--- src/rtl/avsn_pkg.sv ---
`timescale 1ns / 1ps
// avsn_pkg: types and constants for the accelerometer vote speed nudge block
// no dependencies; imported by accel_vote_speed_nudge_top
package avsn_pkg;

  // result kinds carried on the result tuser
  typedef enum logic [2:0] {
    OUT_ROUGH   = 3'd0,
    OUT_TURN    = 3'd1,
    OUT_COUNTED = 3'd2,
    OUT_FASTER  = 3'd3,
    OUT_SLOWER  = 3'd4,
    OUT_TIE     = 3'd5
  } outcome_t;

  // configuration register indexes
  localparam logic [2:0] CFG_VIB_LIMIT   = 3'd0;
  localparam logic [2:0] CFG_YAW_LIMIT   = 3'd1;
  localparam logic [2:0] CFG_GAIN        = 3'd2;
  localparam logic [2:0] CFG_NEUTRAL     = 3'd3;
  localparam logic [2:0] CFG_VOTES       = 3'd4;
  localparam logic [2:0] CFG_NUDGE_STEP  = 3'd5;
  localparam logic [2:0] CFG_UNC_UNANIM  = 3'd6;
  localparam logic [2:0] CFG_UNC_SPLIT   = 3'd7;

  // register reset values
  localparam logic [15:0] RST_VIB_LIMIT  = 16'd3277;
  localparam logic [14:0] RST_YAW_LIMIT  = 15'd3930;
  localparam logic [8:0]  RST_GAIN       = 9'd26;
  localparam logic [14:0] RST_NEUTRAL    = 15'd82;
  localparam logic [7:0]  RST_VOTES      = 8'd10;
  localparam logic [15:0] RST_NUDGE_STEP = 16'd100;
  localparam logic [15:0] RST_UNC_UNANIM = 16'd100;
  localparam logic [15:0] RST_UNC_SPLIT  = 16'd400;

  // fixed point scales
  localparam logic signed [16:0] ONE_G    = 17'sd16384;
  localparam logic [8:0]         GAIN_ONE = 9'd256;
  localparam int unsigned        FULL_TURN = 36000;

  // pitch quantizer: power-of-two phase steps
  localparam int unsigned SINE_IDX_BITS = 10;
  localparam int unsigned NUM_BITS      = 16 + SINE_IDX_BITS;
  // floor(n / FULL_TURN) as (n * RECIP_M) >> RECIP_SHIFT, exact for n < 2^NUM_BITS
  localparam int unsigned RECIP_SHIFT   = NUM_BITS + 16;
  localparam longint unsigned RECIP_M_L =
    ((64'd1 << RECIP_SHIFT) + FULL_TURN - 1) / FULL_TURN;
  localparam logic [26:0] RECIP_M       = 27'(RECIP_M_L);

  // quarter-wave sine polynomial, Q14
  localparam logic [14:0] Q14_ONE  = 15'd16384;
  localparam logic [13:0] Q14_HALF = 14'd8192;
  localparam logic [10:0] SIN_C1   = 11'd1160;
  localparam logic [13:0] SIN_C2   = 14'd10512;
  localparam logic [14:0] SIN_C3   = 15'd25736;

  // item fields that ride along the sine pipeline
  typedef struct packed {
    logic [15:0]        speed;
    logic               rough;
    logic               turn;
    logic signed [23:0] gax;
  } carry_t;

endpackage

--- src/rtl/accel_vote_speed_nudge_top.sv ---
`timescale 1ns / 1ps
// accel_vote_speed_nudge_top: imu sample screening, x-accel filter, vote and speed nudge
// depends on avsn_pkg
// an accepted word passes the input register, five stages of the pitch sine chain,
// the filter/vote stage and the output register before it shows on out_tvalid
// throughput: one word per cycle; each stage holds only when the stage after it is full
// and stalled, so empty stages fill while a finished result waits on out_tready
// reset: synchronous, active low; clears all valid flags, the filter and vote counters,
// and loads every configuration register with its default
module accel_vote_speed_nudge_top
  import avsn_pkg::*;
#(
  parameter int VOTE_COUNTER_BITS = 8
) (
  input  logic        clk,
  input  logic        rst_n,
  // input stream
  input  logic        in_tvalid,
  output logic        in_tready,
  input  logic [79:0] in_tdata,   // accel_x, accel_z, yaw_rate, pitch_angle, speed_estimate
  // result stream
  output logic        out_tvalid,
  input  logic        out_tready,
  output logic [39:0] out_tdata,  // suggested_speed, uncertainty, speed_saturated, zero pad
  output logic [2:0]  out_tuser,  // outcome
  // configuration writes
  input  logic        cfg_we,
  input  logic [2:0]  cfg_addr,
  input  logic [15:0] cfg_wdata
);

  localparam logic [VOTE_COUNTER_BITS-1:0] VOTE_MAX = '1;

  // configuration registers
  logic [15:0] vib_limit_r;
  logic [14:0] yaw_limit_r;
  logic [8:0]  gain_r;
  logic [14:0] neutral_r;
  logic [7:0]  votes_r;
  logic [15:0] step_r;
  logic [15:0] unc_unanim_r;
  logic [15:0] unc_split_r;

  // running state
  logic signed [23:0]           smoothed_r;
  logic [7:0]                   samples_r;
  logic [VOTE_COUNTER_BITS-1:0] up_r;
  logic [VOTE_COUNTER_BITS-1:0] down_r;

  // stage valids (0 = input register, 6 = filter/vote stage) and per-stage ready
  logic [6:0] v_r;
  logic [7:0] rdy;
  logic       out_valid_r;
  logic       fire6;

  // stage 0: raw sample
  logic signed [15:0] ax0_r;
  logic signed [15:0] az0_r;
  logic signed [15:0] yaw0_r;
  logic signed [15:0] pitch0_r;
  logic [15:0]        speed0_r;

  // sine pipeline payload
  carry_t c1_r, c2_r, c3_r, c4_r, c5_r, c6_r;
  logic [SINE_IDX_BITS-1:0] idx1_r;
  logic [14:0]        a2_r, a3_r, a4_r;
  logic               neg2_r, neg3_r, neg4_r, neg5_r;
  logic [28:0]        aa2_r;
  logic [14:0]        u2_3_r;
  logic [24:0]        m3_r;
  logic [27:0]        m4_r;
  logic [28:0]        m5_r;
  logic signed [15:0] sine6_r;

  // output register
  outcome_t    out_outcome_r;
  logic [15:0] out_speed_r;
  logic [15:0] out_unc_r;
  logic        out_sat_r;

  // next values
  carry_t                   c1_nxt;
  logic [SINE_IDX_BITS-1:0] idx_nxt;
  logic [14:0]              a_nxt;
  logic                     neg_nxt;
  logic [28:0]              aa_nxt;
  logic [14:0]              u2_nxt;
  logic [24:0]              m3_nxt;
  logic [27:0]              m4_nxt;
  logic [28:0]              m5_nxt;
  logic signed [15:0]       sine_nxt;
  logic signed [23:0]       smoothed_nxt;
  logic [7:0]               samples_nxt;
  logic [VOTE_COUNTER_BITS-1:0] up_nxt;
  logic [VOTE_COUNTER_BITS-1:0] down_nxt;
  outcome_t                 outcome_nxt;
  logic [15:0]              sugg_nxt;
  logic [15:0]              unc_nxt;
  logic                     sat_nxt;
  logic                     round_close;

  logic [8:0] gain_eff;

  // weight of the new sample, values above 1.0 act as 1.0
  assign gain_eff = (gain_r > GAIN_ONE) ? GAIN_ONE : gain_r;

  // ready ripples back from the output register; a stage loads when it is empty
  // or its word moves on in the same cycle
  always_comb begin
    rdy[7] = !out_valid_r || out_tready;
    for (int i = 6; i >= 0; i--) begin
      rdy[i] = !v_r[i] || rdy[i+1];
    end
  end

  assign in_tready  = rdy[0];
  assign fire6      = v_r[6] && rdy[7];
  assign out_tvalid = out_valid_r;
  assign out_tdata  = {7'd0, out_sat_r, out_unc_r, out_speed_r};
  assign out_tuser  = out_outcome_r;

  // stage 0 -> 1: screening, gain product, pitch to phase index
  always_comb begin
    logic signed [16:0] vib_s;
    logic [16:0]        vib_mag;
    logic signed [16:0] yaw_s;
    logic [16:0]        yaw_mag;
    logic [16:0]        pm17;
    logic [NUM_BITS-1:0] num;
    logic [52:0]        qprod;
    vib_s   = $signed({az0_r[15], az0_r}) - ONE_G;
    vib_mag = vib_s[16] ? 17'(-vib_s) : 17'(vib_s);
    yaw_s   = $signed({yaw0_r[15], yaw0_r});
    yaw_mag = yaw_s[16] ? 17'(-yaw_s) : 17'(yaw_s);
    c1_nxt.speed = speed0_r;
    c1_nxt.rough = vib_mag > {1'b0, vib_limit_r};
    c1_nxt.turn  = !c1_nxt.rough && (yaw_mag > {2'b00, yaw_limit_r});
    c1_nxt.gax   = 24'($signed({1'b0, gain_eff}) * ax0_r);
    // pitch into 0..35999, then nearest phase step
    pm17  = {pitch0_r[15], pitch0_r} + (pitch0_r[15] ? 17'(FULL_TURN) : 17'd0);
    num   = {pm17[15:0], {SINE_IDX_BITS{1'b0}}} + NUM_BITS'(FULL_TURN / 2);
    qprod = num * RECIP_M;
    idx_nxt = qprod[RECIP_SHIFT +: SINE_IDX_BITS];
  end

  // stage 1 -> 2: quadrant fold and u squared
  always_comb begin
    logic [1:0]  quad;
    logic [13:0] u;
    quad    = idx1_r[SINE_IDX_BITS-1 -: 2];
    u       = {idx1_r[SINE_IDX_BITS-3:0], {(16 - SINE_IDX_BITS){1'b0}}};
    a_nxt   = quad[0] ? 15'(Q14_ONE - {1'b0, u}) : {1'b0, u};
    neg_nxt = quad[1];
    aa_nxt  = a_nxt * a_nxt;
  end

  // stages 2 -> 6: odd polynomial, rounded after each product
  always_comb begin
    logic [29:0] aa_rnd;
    logic [25:0] m3_rnd;
    logic [13:0] t1;
    logic [28:0] m4_rnd;
    logic [14:0] t2;
    logic [29:0] m5_rnd;
    logic [14:0] t3;
    logic [14:0] mag;
    aa_rnd   = 30'(aa2_r) + 30'(Q14_HALF);
    u2_nxt   = aa_rnd[28:14];
    m3_nxt   = u2_nxt * SIN_C1;
    m3_rnd   = 26'(m3_r) + 26'(Q14_HALF);
    t1       = SIN_C2 - {3'd0, m3_rnd[24:14]};
    m4_nxt   = t1 * u2_3_r;
    m4_rnd   = 29'(m4_r) + 29'(Q14_HALF);
    t2       = SIN_C3 - {1'b0, m4_rnd[27:14]};
    m5_nxt   = t2 * a4_r;
    m5_rnd   = 30'(m5_r) + 30'(Q14_HALF);
    t3       = m5_rnd[28:14];
    mag      = (t3 > Q14_ONE) ? Q14_ONE : t3;
    sine_nxt = neg5_r ? -$signed({1'b0, mag}) : $signed({1'b0, mag});
  end

  // stage 6 -> output: filter, vote, round decision
  always_comb begin
    logic [8:0]         wgt;
    logic signed [33:0] fprod;
    logic signed [33:0] facc;
    logic signed [24:0] lin;
    logic signed [24:0] band;
    logic               vote_up;
    logic               vote_dn;
    logic [7:0]         cnt_inc;
    logic [VOTE_COUNTER_BITS-1:0] up_inc;
    logic [VOTE_COUNTER_BITS-1:0] dn_inc;
    logic [16:0]        sum;
    wgt     = GAIN_ONE - gain_eff;
    fprod   = $signed({1'b0, wgt}) * smoothed_r;
    facc    = $signed({{2{c6_r.gax[23]}}, c6_r.gax, 8'd0}) + fprod + 34'sd128;
    smoothed_nxt = facc[31:8];
    lin     = $signed({smoothed_nxt[23], smoothed_nxt}) + $signed({sine6_r, 8'd0});
    band    = $signed({2'b00, neutral_r, 8'd0});
    vote_up = lin > band;
    vote_dn = !vote_up && (lin < -band);
    cnt_inc = (samples_r == 8'hFF) ? samples_r : samples_r + 8'd1;
    up_inc  = (vote_up && up_r != VOTE_MAX) ? up_r + 1'b1 : up_r;
    dn_inc  = (vote_dn && down_r != VOTE_MAX) ? down_r + 1'b1 : down_r;
    round_close = !(cnt_inc < votes_r);
    sum     = {1'b0, c6_r.speed} + {1'b0, step_r};

    sugg_nxt = '0;
    unc_nxt  = '0;
    sat_nxt  = 1'b0;
    if (c6_r.rough) begin
      outcome_nxt = OUT_ROUGH;
    end else if (c6_r.turn) begin
      outcome_nxt = OUT_TURN;
    end else if (!round_close) begin
      outcome_nxt = OUT_COUNTED;
    end else if (up_inc == dn_inc) begin
      outcome_nxt = OUT_TIE;
    end else begin
      unc_nxt = (up_inc == '0 || dn_inc == '0) ? unc_unanim_r : unc_split_r;
      if (up_inc > dn_inc) begin
        outcome_nxt = OUT_FASTER;
        sat_nxt     = sum[16];
        sugg_nxt    = sum[16] ? 16'hFFFF : sum[15:0];
      end else begin
        outcome_nxt = OUT_SLOWER;
        sat_nxt     = step_r > c6_r.speed;
        sugg_nxt    = sat_nxt ? 16'd0 : c6_r.speed - step_r;
      end
    end

    if (round_close) begin
      samples_nxt = '0;
      up_nxt      = '0;
      down_nxt    = '0;
    end else begin
      samples_nxt = cnt_inc;
      up_nxt      = up_inc;
      down_nxt    = dn_inc;
    end
  end

  // control, state and configuration
  always_ff @(posedge clk) begin
    if (!rst_n) begin
      v_r          <= '0;
      out_valid_r  <= 1'b0;
      smoothed_r   <= '0;
      samples_r    <= '0;
      up_r         <= '0;
      down_r       <= '0;
      vib_limit_r  <= RST_VIB_LIMIT;
      yaw_limit_r  <= RST_YAW_LIMIT;
      gain_r       <= RST_GAIN;
      neutral_r    <= RST_NEUTRAL;
      votes_r      <= RST_VOTES;
      step_r       <= RST_NUDGE_STEP;
      unc_unanim_r <= RST_UNC_UNANIM;
      unc_split_r  <= RST_UNC_SPLIT;
    end else begin
      if (rdy[0]) begin
        v_r[0] <= in_tvalid;
      end
      for (int i = 1; i < 7; i++) begin
        if (rdy[i]) begin
          v_r[i] <= v_r[i-1];
        end
      end
      if (rdy[7]) begin
        out_valid_r <= v_r[6];
      end
      // discarded samples leave the filter and counters alone
      if (fire6 && !c6_r.rough && !c6_r.turn) begin
        smoothed_r <= smoothed_nxt;
        samples_r  <= samples_nxt;
        up_r       <= up_nxt;
        down_r     <= down_nxt;
      end
      if (cfg_we) begin
        unique case (cfg_addr)
          CFG_VIB_LIMIT:  vib_limit_r  <= cfg_wdata;
          CFG_YAW_LIMIT:  yaw_limit_r  <= cfg_wdata[14:0];
          CFG_GAIN:       gain_r       <= cfg_wdata[8:0];
          CFG_NEUTRAL:    neutral_r    <= cfg_wdata[14:0];
          CFG_VOTES:      votes_r      <= cfg_wdata[7:0];
          CFG_NUDGE_STEP: step_r       <= cfg_wdata;
          CFG_UNC_UNANIM: unc_unanim_r <= cfg_wdata;
          CFG_UNC_SPLIT:  unc_split_r  <= cfg_wdata;
        endcase
      end
    end
  end

  // pipeline payload, no reset
  always_ff @(posedge clk) begin
    if (rdy[0]) begin
      ax0_r    <= in_tdata[15:0];
      az0_r    <= in_tdata[31:16];
      yaw0_r   <= in_tdata[47:32];
      pitch0_r <= in_tdata[63:48];
      speed0_r <= in_tdata[79:64];
    end
    if (rdy[1]) begin
      c1_r   <= c1_nxt;
      idx1_r <= idx_nxt;
    end
    if (rdy[2]) begin
      c2_r   <= c1_r;
      a2_r   <= a_nxt;
      neg2_r <= neg_nxt;
      aa2_r  <= aa_nxt;
    end
    if (rdy[3]) begin
      c3_r   <= c2_r;
      a3_r   <= a2_r;
      neg3_r <= neg2_r;
      u2_3_r <= u2_nxt;
      m3_r   <= m3_nxt;
    end
    if (rdy[4]) begin
      c4_r   <= c3_r;
      a4_r   <= a3_r;
      neg4_r <= neg3_r;
      m4_r   <= m4_nxt;
    end
    if (rdy[5]) begin
      c5_r   <= c4_r;
      neg5_r <= neg4_r;
      m5_r   <= m5_nxt;
    end
    if (rdy[6]) begin
      c6_r    <= c5_r;
      sine6_r <= sine_nxt;
    end
    if (rdy[7]) begin
      out_outcome_r <= outcome_nxt;
      out_speed_r   <= sugg_nxt;
      out_unc_r     <= unc_nxt;
      out_sat_r     <= sat_nxt;
    end
  end

`ifndef SYNTHESIS
  // only a speed nudge carries a payload
  a_quiet_payload: assert property (@(posedge clk) disable iff (!rst_n)
    out_tvalid && !(out_tuser == OUT_FASTER || out_tuser == OUT_SLOWER)
    |-> out_tdata == '0)
    else $error("payload set on a result without a nudge");

  // a closed round clears all counters
  a_round_clear: assert property (@(posedge clk) disable iff (!rst_n)
    fire6 && !c6_r.rough && !c6_r.turn && round_close
    |=> samples_r == '0 && up_r == '0 && down_r == '0)
    else $error("counters not cleared after a decision");

  // a discarded sample leaves the filter alone
  a_discard_hold: assert property (@(posedge clk) disable iff (!rst_n)
    fire6 && (c6_r.rough || c6_r.turn) |=> $stable(smoothed_r))
    else $error("filter moved on a discarded sample");

  // directional votes never outnumber counted samples
  a_vote_bound: assert property (@(posedge clk) disable iff (!rst_n)
    int'(up_r) + int'(down_r) <= int'(samples_r))
    else $error("vote counters exceed sample count");
`endif

endmodule

--- config.mk ---
export PLATFORM = sky130hd
export DESIGN_NAME = accel_vote_speed_nudge_top
export DESIGN_NICKNAME = d
export VERILOG_FILES = /design/src/rtl/avsn_pkg.sv /design/src/rtl/accel_vote_speed_nudge_top.sv
export SDC_FILE = /design/constraint.sdc
export NUM_CORES = 2
export LEC_CHECK = 0
export ABC_AREA = 1
export BUFFER_PORTS_ARGS = -buffer_cell sky130_fd_sc_hd__buf_2
export CORE_MARGIN = 5
export CORE_UTILIZATION = 45
export DETAILED_ROUTE_END_ITERATION = 10
export HOLD_SLACK_MARGIN = 0.1
export PLACE_DENSITY = 0.73
export SETUP_SLACK_MARGIN = 0.5
export SLEW_MARGIN = 10
export SYNTH_ARGS = -nofsm -noshare
export SYNTH_HDL_FRONTEND = slang
export SYNTH_SLANG_ARGS = --single-unit
--- constraint.sdc ---
create_clock -name clk -period 15.95 [get_ports clk]
set_clock_uncertainty 0.15 [all_clocks]
set_input_delay 1.595 -clock clk [delete_from_list [all_inputs] [get_ports clk]]
set_output_delay 1.595 -clock clk [all_outputs]
set_load 0.1 [all_outputs]
* Word-level counts from Yosys, hierarchy flattened *
Index checks and enable logic that the tools add are counted.

operators by class
  add/subtract/negate cells = 23
  multiply operators = 7
  div/mod/pow operators = 0
  magnitude comparators = 9
  equality and inequality tests = 11
  shift-type cells = 0
  mux-type cells = 22
  bitwise gates (word level) = 0
  reduce and logical (&&, ||, !) cells = 42

operator list
  operator                                                                number
  16-bit 2-to-1 mux                                                       5
  29-bit by 14-bit adder with 29-bit output (second input constant)       2
  15-bit by 15-bit multiplier with 29-bit output                          2
  26-bit by 27-bit multiplier with 52-bit output (second input constant)  1
  8-bit 2-to-1 mux                                                        6
  15-bit 2-to-1 mux                                                       3
  17-bit 2-to-1 mux                                                       2
  32-bit adder                                                            1
  32-bit by 9-bit adder with 32-bit output (second input constant)        1
  10-bit by 24-bit multiplier with 32-bit output                          1
  15-bit by 14-bit subtractor with 15-bit output (first input constant)   2
  28-bit by 14-bit adder with 28-bit output (second input constant)       1
  14-bit by 15-bit multiplier with 28-bit output                          1
  26-bit by 15-bit adder with 26-bit output (second input constant)       1
  24-bit by 24-bit adder with 25-bit output                               1
  25-bit by 14-bit adder with 25-bit output (second input constant)       1
  25-bit by 24-bit > comparator with 1-bit output                         1
  25-bit less-than comparator                                             1
  23-bit negation with 25-bit output                                      1
  8-bit by 1-bit adder with 8-bit output (second input constant)          3
  10-bit by 16-bit multiplier with 24-bit output                          1
  15-bit by 8-bit multiplier with 22-bit output (second input constant)   1
  16-bit by 16-bit adder with 17-bit output                               1
  17-bit by 15-bit > comparator with 1-bit output                         1
  other kinds (33)                                                        73

storage, ports and cells
  bits in registers = 733
  bits in latches = 0
  memory bits (writable) = 0
  bits in read-only memories = 0
  bits of input ports = 104
  output and inout port bits = 45
  word-level logic and storage cells = 184
  memories = 0

* Depth between registers and ports, before layout *
  depth in word-level cells = 17
  mapped depth = 72

* Least setup slack after synthesis *
OpenSTA, ideal clock, no wires.

  path type = in2out
  from = in out_tready
  to = out in_tready
  arrival = 12223 ps
  required time = 14205 ps
  path slack = 1982 ps
  stages on the path = 14
  buffers on the path = 0
  cells stage by stage = nor2_1 > inv_1 > nor2_1 > inv_1 > nor2_1 > inv_1 > nor2_1 > inv_1 > nor2_1 > inv_1 > nor2_1 > inv_1 > nor2_1 > nand2_1

on the way
  word-level cells in the longest chain between the ends = 8

ends and longest elaborated chain
  element                        line                               text
  start, declared                accel_vote_speed_nudge_top.sv:23   input logic out_tready,
  1-bit logical OR               accel_vote_speed_nudge_top.sv:110  rdy[7] = !out_valid_r || out_tready;
  1-bit logical OR               accel_vote_speed_nudge_top.sv:112  rdy[i] = !v_r[i] || rdy[i+1];
  via rdy[6]                     accel_vote_speed_nudge_top.sv:52   logic [7:0] rdy;
  1-bit logical OR               accel_vote_speed_nudge_top.sv:112
  via rdy[5]                     accel_vote_speed_nudge_top.sv:52
  1-bit logical OR               accel_vote_speed_nudge_top.sv:112
  via rdy[4]                     accel_vote_speed_nudge_top.sv:52
  1-bit logical OR               accel_vote_speed_nudge_top.sv:112
  via rdy[3]                     accel_vote_speed_nudge_top.sv:52
  1-bit logical OR               accel_vote_speed_nudge_top.sv:112
  via rdy[2]                     accel_vote_speed_nudge_top.sv:52
  1-bit logical OR (2 in a row)  accel_vote_speed_nudge_top.sv:112
  end, declared                  accel_vote_speed_nudge_top.sv:19   output logic in_tready,

The timed path passes the listed nets, and every way through them passes these cells.

* Worst setup path in the final report *
  from = reg gain_r[8]
  to = reg out_speed_r[14] (data pin)

on the way
  word-level cells in the longest chain between the ends = 14

ends and longest elaborated chain
  element                                                  line                                                                  text
  start, declared                                          accel_vote_speed_nudge_top.sv:37                                      logic [8:0] gain_r;
  start signal, assigned                                   accel_vote_speed_nudge_top.sv:284                                     CFG_GAIN: gain_r <= cfg_wdata[8:0];
  9-bit > comparator                                       accel_vote_speed_nudge_top.sv:105                                     assign gain_eff = (gain_r > GAIN_ONE) ? GAIN_ONE : gain_r;
  9-bit 2-to-1 mux *                                       accel_vote_speed_nudge_top.sv:105
  9-bit subtractor *                                       accel_vote_speed_nudge_top.sv:195                                     wgt = GAIN_ONE - gain_eff;
  10-bit by 24-bit multiplier with 32-bit output *         accel_vote_speed_nudge_top.sv:196                                     fprod = $signed({1'b0, wgt}) * smoothed_r;
  32-bit adder *                                           accel_vote_speed_nudge_top.sv:197                                     facc = $signed({{2{c6_r.gax[23]}}, c6_r.gax, 8'd0}) + fprod + 34'sd128;
  32-bit by 9-bit adder with 32-bit output *               accel_vote_speed_nudge_top.sv:197
  via smoothed_nxt[18]                                     accel_vote_speed_nudge_top.sv:92                                      logic signed [23:0] smoothed_nxt;
  24-bit by 24-bit adder with 25-bit output *              accel_vote_speed_nudge_top.sv:199                                     lin = $signed({smoothed_nxt[23], smoothed_nxt}) + $signed({sine6_r, 8'd0});
  25-bit by 24-bit > comparator with 1-bit output          accel_vote_speed_nudge_top.sv:201                                     vote_up = lin > band;
  1-bit zero test                                          accel_vote_speed_nudge_top.sv:202                                     vote_dn = !vote_up && (lin < -band);
  1-bit logical AND                                        accel_vote_speed_nudge_top.sv:202
  1-bit logical AND                                        accel_vote_speed_nudge_top.sv:205                                     dn_inc = (vote_dn && down_r != VOTE_MAX) ? down_r + 1'b1 : down_r;
  8-bit 2-to-1 mux                                         accel_vote_speed_nudge_top.sv:205
  8-bit > comparator or 8-bit == test (tied branches)      accel_vote_speed_nudge_top.sv:222, accel_vote_speed_nudge_top.sv:218
  16-bit 2-to-1 mux or 4-bit OR reduction (tied branches)  n/a
  end signal, assigned                                     accel_vote_speed_nudge_top.sv:338                                     out_speed_r <= sugg_nxt;
  end, declared                                            accel_vote_speed_nudge_top.sv:77                                      logic [15:0] out_speed_r;

Mark *: on every way through the listed nets, which the timed path passes. The rest lies on a longest branch.
A chain may end at the register's enable or synchronous reset.

==> out/metrics.yaml <==
worst_setup_path:
  cpMaxStageDelayCell: "dfxtp_1"
  cp_max_fo: 21
  arrival_ns: 14.20
  slowest_delay_ns: 0.89
  worst_ep_required_time_ns: 16.18
  critPathKind: "reg -> reg"
  critPathCaptureType: "flip-flop"
  startpoint_type: "flip-flop"
  cp_common_cell: "nand2_1"
  critPathBufInv: 12
  critPathTopFamily: "simple AND/OR/NAND/NOR gates"
floorplanning:
  dieHeight_um: 382
  initial_core_util_pct: 45.3
  die_area_mm2: 0.146
  coreArea_mm2: 0.137
  design.portCount: 149
  num_rows: 136
  die_w_um: 382
cts:
  clock_sinks: 665
  clockBufferDepth: 3
  clkTransAtPathRegs_ns: 0.06
  clkLatencyLatePin_ns: 0.67
  cts_setup_buffers: 0
  cts_hold_buf: 0
  h-tree-depth: 3
  cts_buffers: 75
  cts_tree: "yes"
  ctsResizeCount: 0
  root_buffer: "clkbuf_16"
synthesis:
  synth_most_common_cell: "inv_1"
  yosysWarnings: 0
  synth_area_mm2: 0.0623
  synth_cell_type_count: 54
  synth_edf_count: 498
  async_reset_ff_share_pct: 0
  synth_ff_type: "edfxtp_1"
  syn-instance-count: 6728
  synth_area_leaders: "edfxtp_1 (24%), fa_1 (22%), ha_1 (15%)"
  avgSynthCellArea_um2: 9.26
  synth_top_cell_area_share_pct: 24.0
  ys_seq_elements: 665
  synth_top_cell_by_area: "edfxtp_1"
  synth_top_cells_by_count: "inv_1 (1,511), nand2_1 (1,044), ha_1 (752), fa_1 (695), nor2_1 (585)"
  seq_area_frac_synth_pct: 29.4
timing:
  worst_slew_pin_slew_ns: 1.22
  post-route-period-util_pct: 87.5
  max_freq_mhz: 71.6
  fin_crit_ns: 13.96
  setup-tns-final_ns: 0
  finalSetupViolCount: 0
  timing.slew.headroom_pct: 18.4
  slew_viol_final: 0
  hold_violations: 0
  rsz0062_at_grt: "no"
detailed_routing:
  routedWlPerCell_um: 16.9
  drt-initial-drc-count: 2916
  num_vias: 44395
  wirelength_mm: 147
  vias_per_cell: 5.10
  ant_nets: 0
  dr.pass1.iters: 6
  drc_errors: 0
final_layout:
  syn_to_final_growth_pct: 8.35
  final_core_util_pct: 49.1
  final_nets: 8396
  antennaDiodeCount: 0
  fill_cells: 12509
  drive_gt1_share_pct: 4.91
global_route:
  track_usage_pct: 20.5
  grt_pass1_vias: 45591
  grt_max_degree: 73
  antenna_found_initial: 11
  grt_overflow: 0
  grt_pass1_wl_mm: 241
outcome:
  status: "finished clean"
placed_design:
  place.gp.congestion: 0.930
  dp_hpwl_mm: 119
  io_buffer_count: 141
worst_hold_path:
  hp-class: "reg -> reg"
job:
  maxCapViolCount: 0
-- worst paths after layout --
path              startpoint               to  slack, ns  cells past startpoint
hold reg to reg     c1_r[24]         c2_r[24]       0.25                      0
hold / removal      c1_r[24]         c2_r[24]       0.25                      0
setup / recovery   gain_r[8]  out_speed_r[14]       1.99                     60
setup reg to reg   gain_r[8]  out_speed_r[14]       1.99                     60
-- cells by family after synthesis --
| group | after synthesis | synth area share [%] |
|---|---|---|
| xor gates and xnor gates | 292 | 4.11 |
| other | 2 | 0.0121 |
| AOI/OAI and AO/OA | 731 | 6.47 |
| adders and majority gates | 1447 | 37.4 |
| DFF | 665 | 29.4 |
| and+or+nand+nor | 1927 | 12.5 |
| buffers and inverters | 1664 | 10.1 |
-- final cells by class --
cell class	count	area, um2	share of cell area (%)
inverters	1528	5740	8.50
clock buffers	90	2020	2.99
repair buffers	166	896	1.33
well taps	1794	2240	3.33
clock inverters	47	553	0.819
multi-input cells	4409	37800	55.9
flip-flops and latches	665	18300	27.1
-- per-layer routing --
| layer | up-vias | wire [um] | track usage [%] |
|---|---|---|---|
| met5 | - | 23 | 0 |
| met4 | 4 | 4160 | 5.52 |
| met3 | 251 | 10200 | 3.81 |
| met2 | 1210 | 68500 | 34.0 |
| met1 | 21606 | 64400 | 27.7 |
| li1 | 21324 | - | - |
-- layout by cell type (no fill, tap or decap), types with 5 or more instances in the layout --
cell,count
inv_1,1505
nand2_1,1043
ha_1,752
fa_1,695
nor2_1,585
edfxtp_1,498
a21oi_1,358
o21ai_0,215
xor2_1,208
dfxtp_1,167
nand3_1,148
buf_2,140
xnor2_1,84
clkbuf_16,77
nor3_1,46
nand4_1,35
o211ai_1,34
buf_4,26
a31oi_1,24
clkinv_1,21
or2_2,21
nor4_1,15
o21bai_1,14
a21boi_0,13
a211oi_1,13
conb_1,12
clkinv_2,11
a21o_1,11
inv_2,10
o21a_1,9
o21ai_1,9
a221oi_1,9
bufinv_16,9
clkbuf_1,9
nand3b_1,8
o31ai_1,7
inv_6,6
nor2_2,5
nor3b_1,5
clkinvlp_4,5
-- through the flow --
step                cell area (um2)  setup slack [ns]  cells  hold slack, ns
floorplan                     62300              1.98   6738           0.250
global placement              64900              2.57   8562           0.250
detailed placement            64900              2.13   8562           0.255
CTS                           67500              2.09   8699           0.254
global route                  67500             0.690   8699           0.266
finish                        67500              1.99   8699           0.252
-- state kept, by name, indices dropped and copies added (netlist names), 16 cells and up --
name          flops
out_speed_r      16
step_r           16
c4_r             42
out_unc_r        16
m5_r             16
c6_r             42
smoothed_r       24
c5_r             42
aa2_r            16
az0_r            16
pitch0_r         16
ax0_r            16
c2_r             42
vib_limit_r      16
yaw0_r           16
c1_r             42
sine6_r          16
unc_split_r      16
unc_unanim_r     16
c3_r             42
speed0_r         16
Power is left out: the tool's default activity adds up to more than one toggle a clock period on the data nets, which glitch-free logic cannot reach.
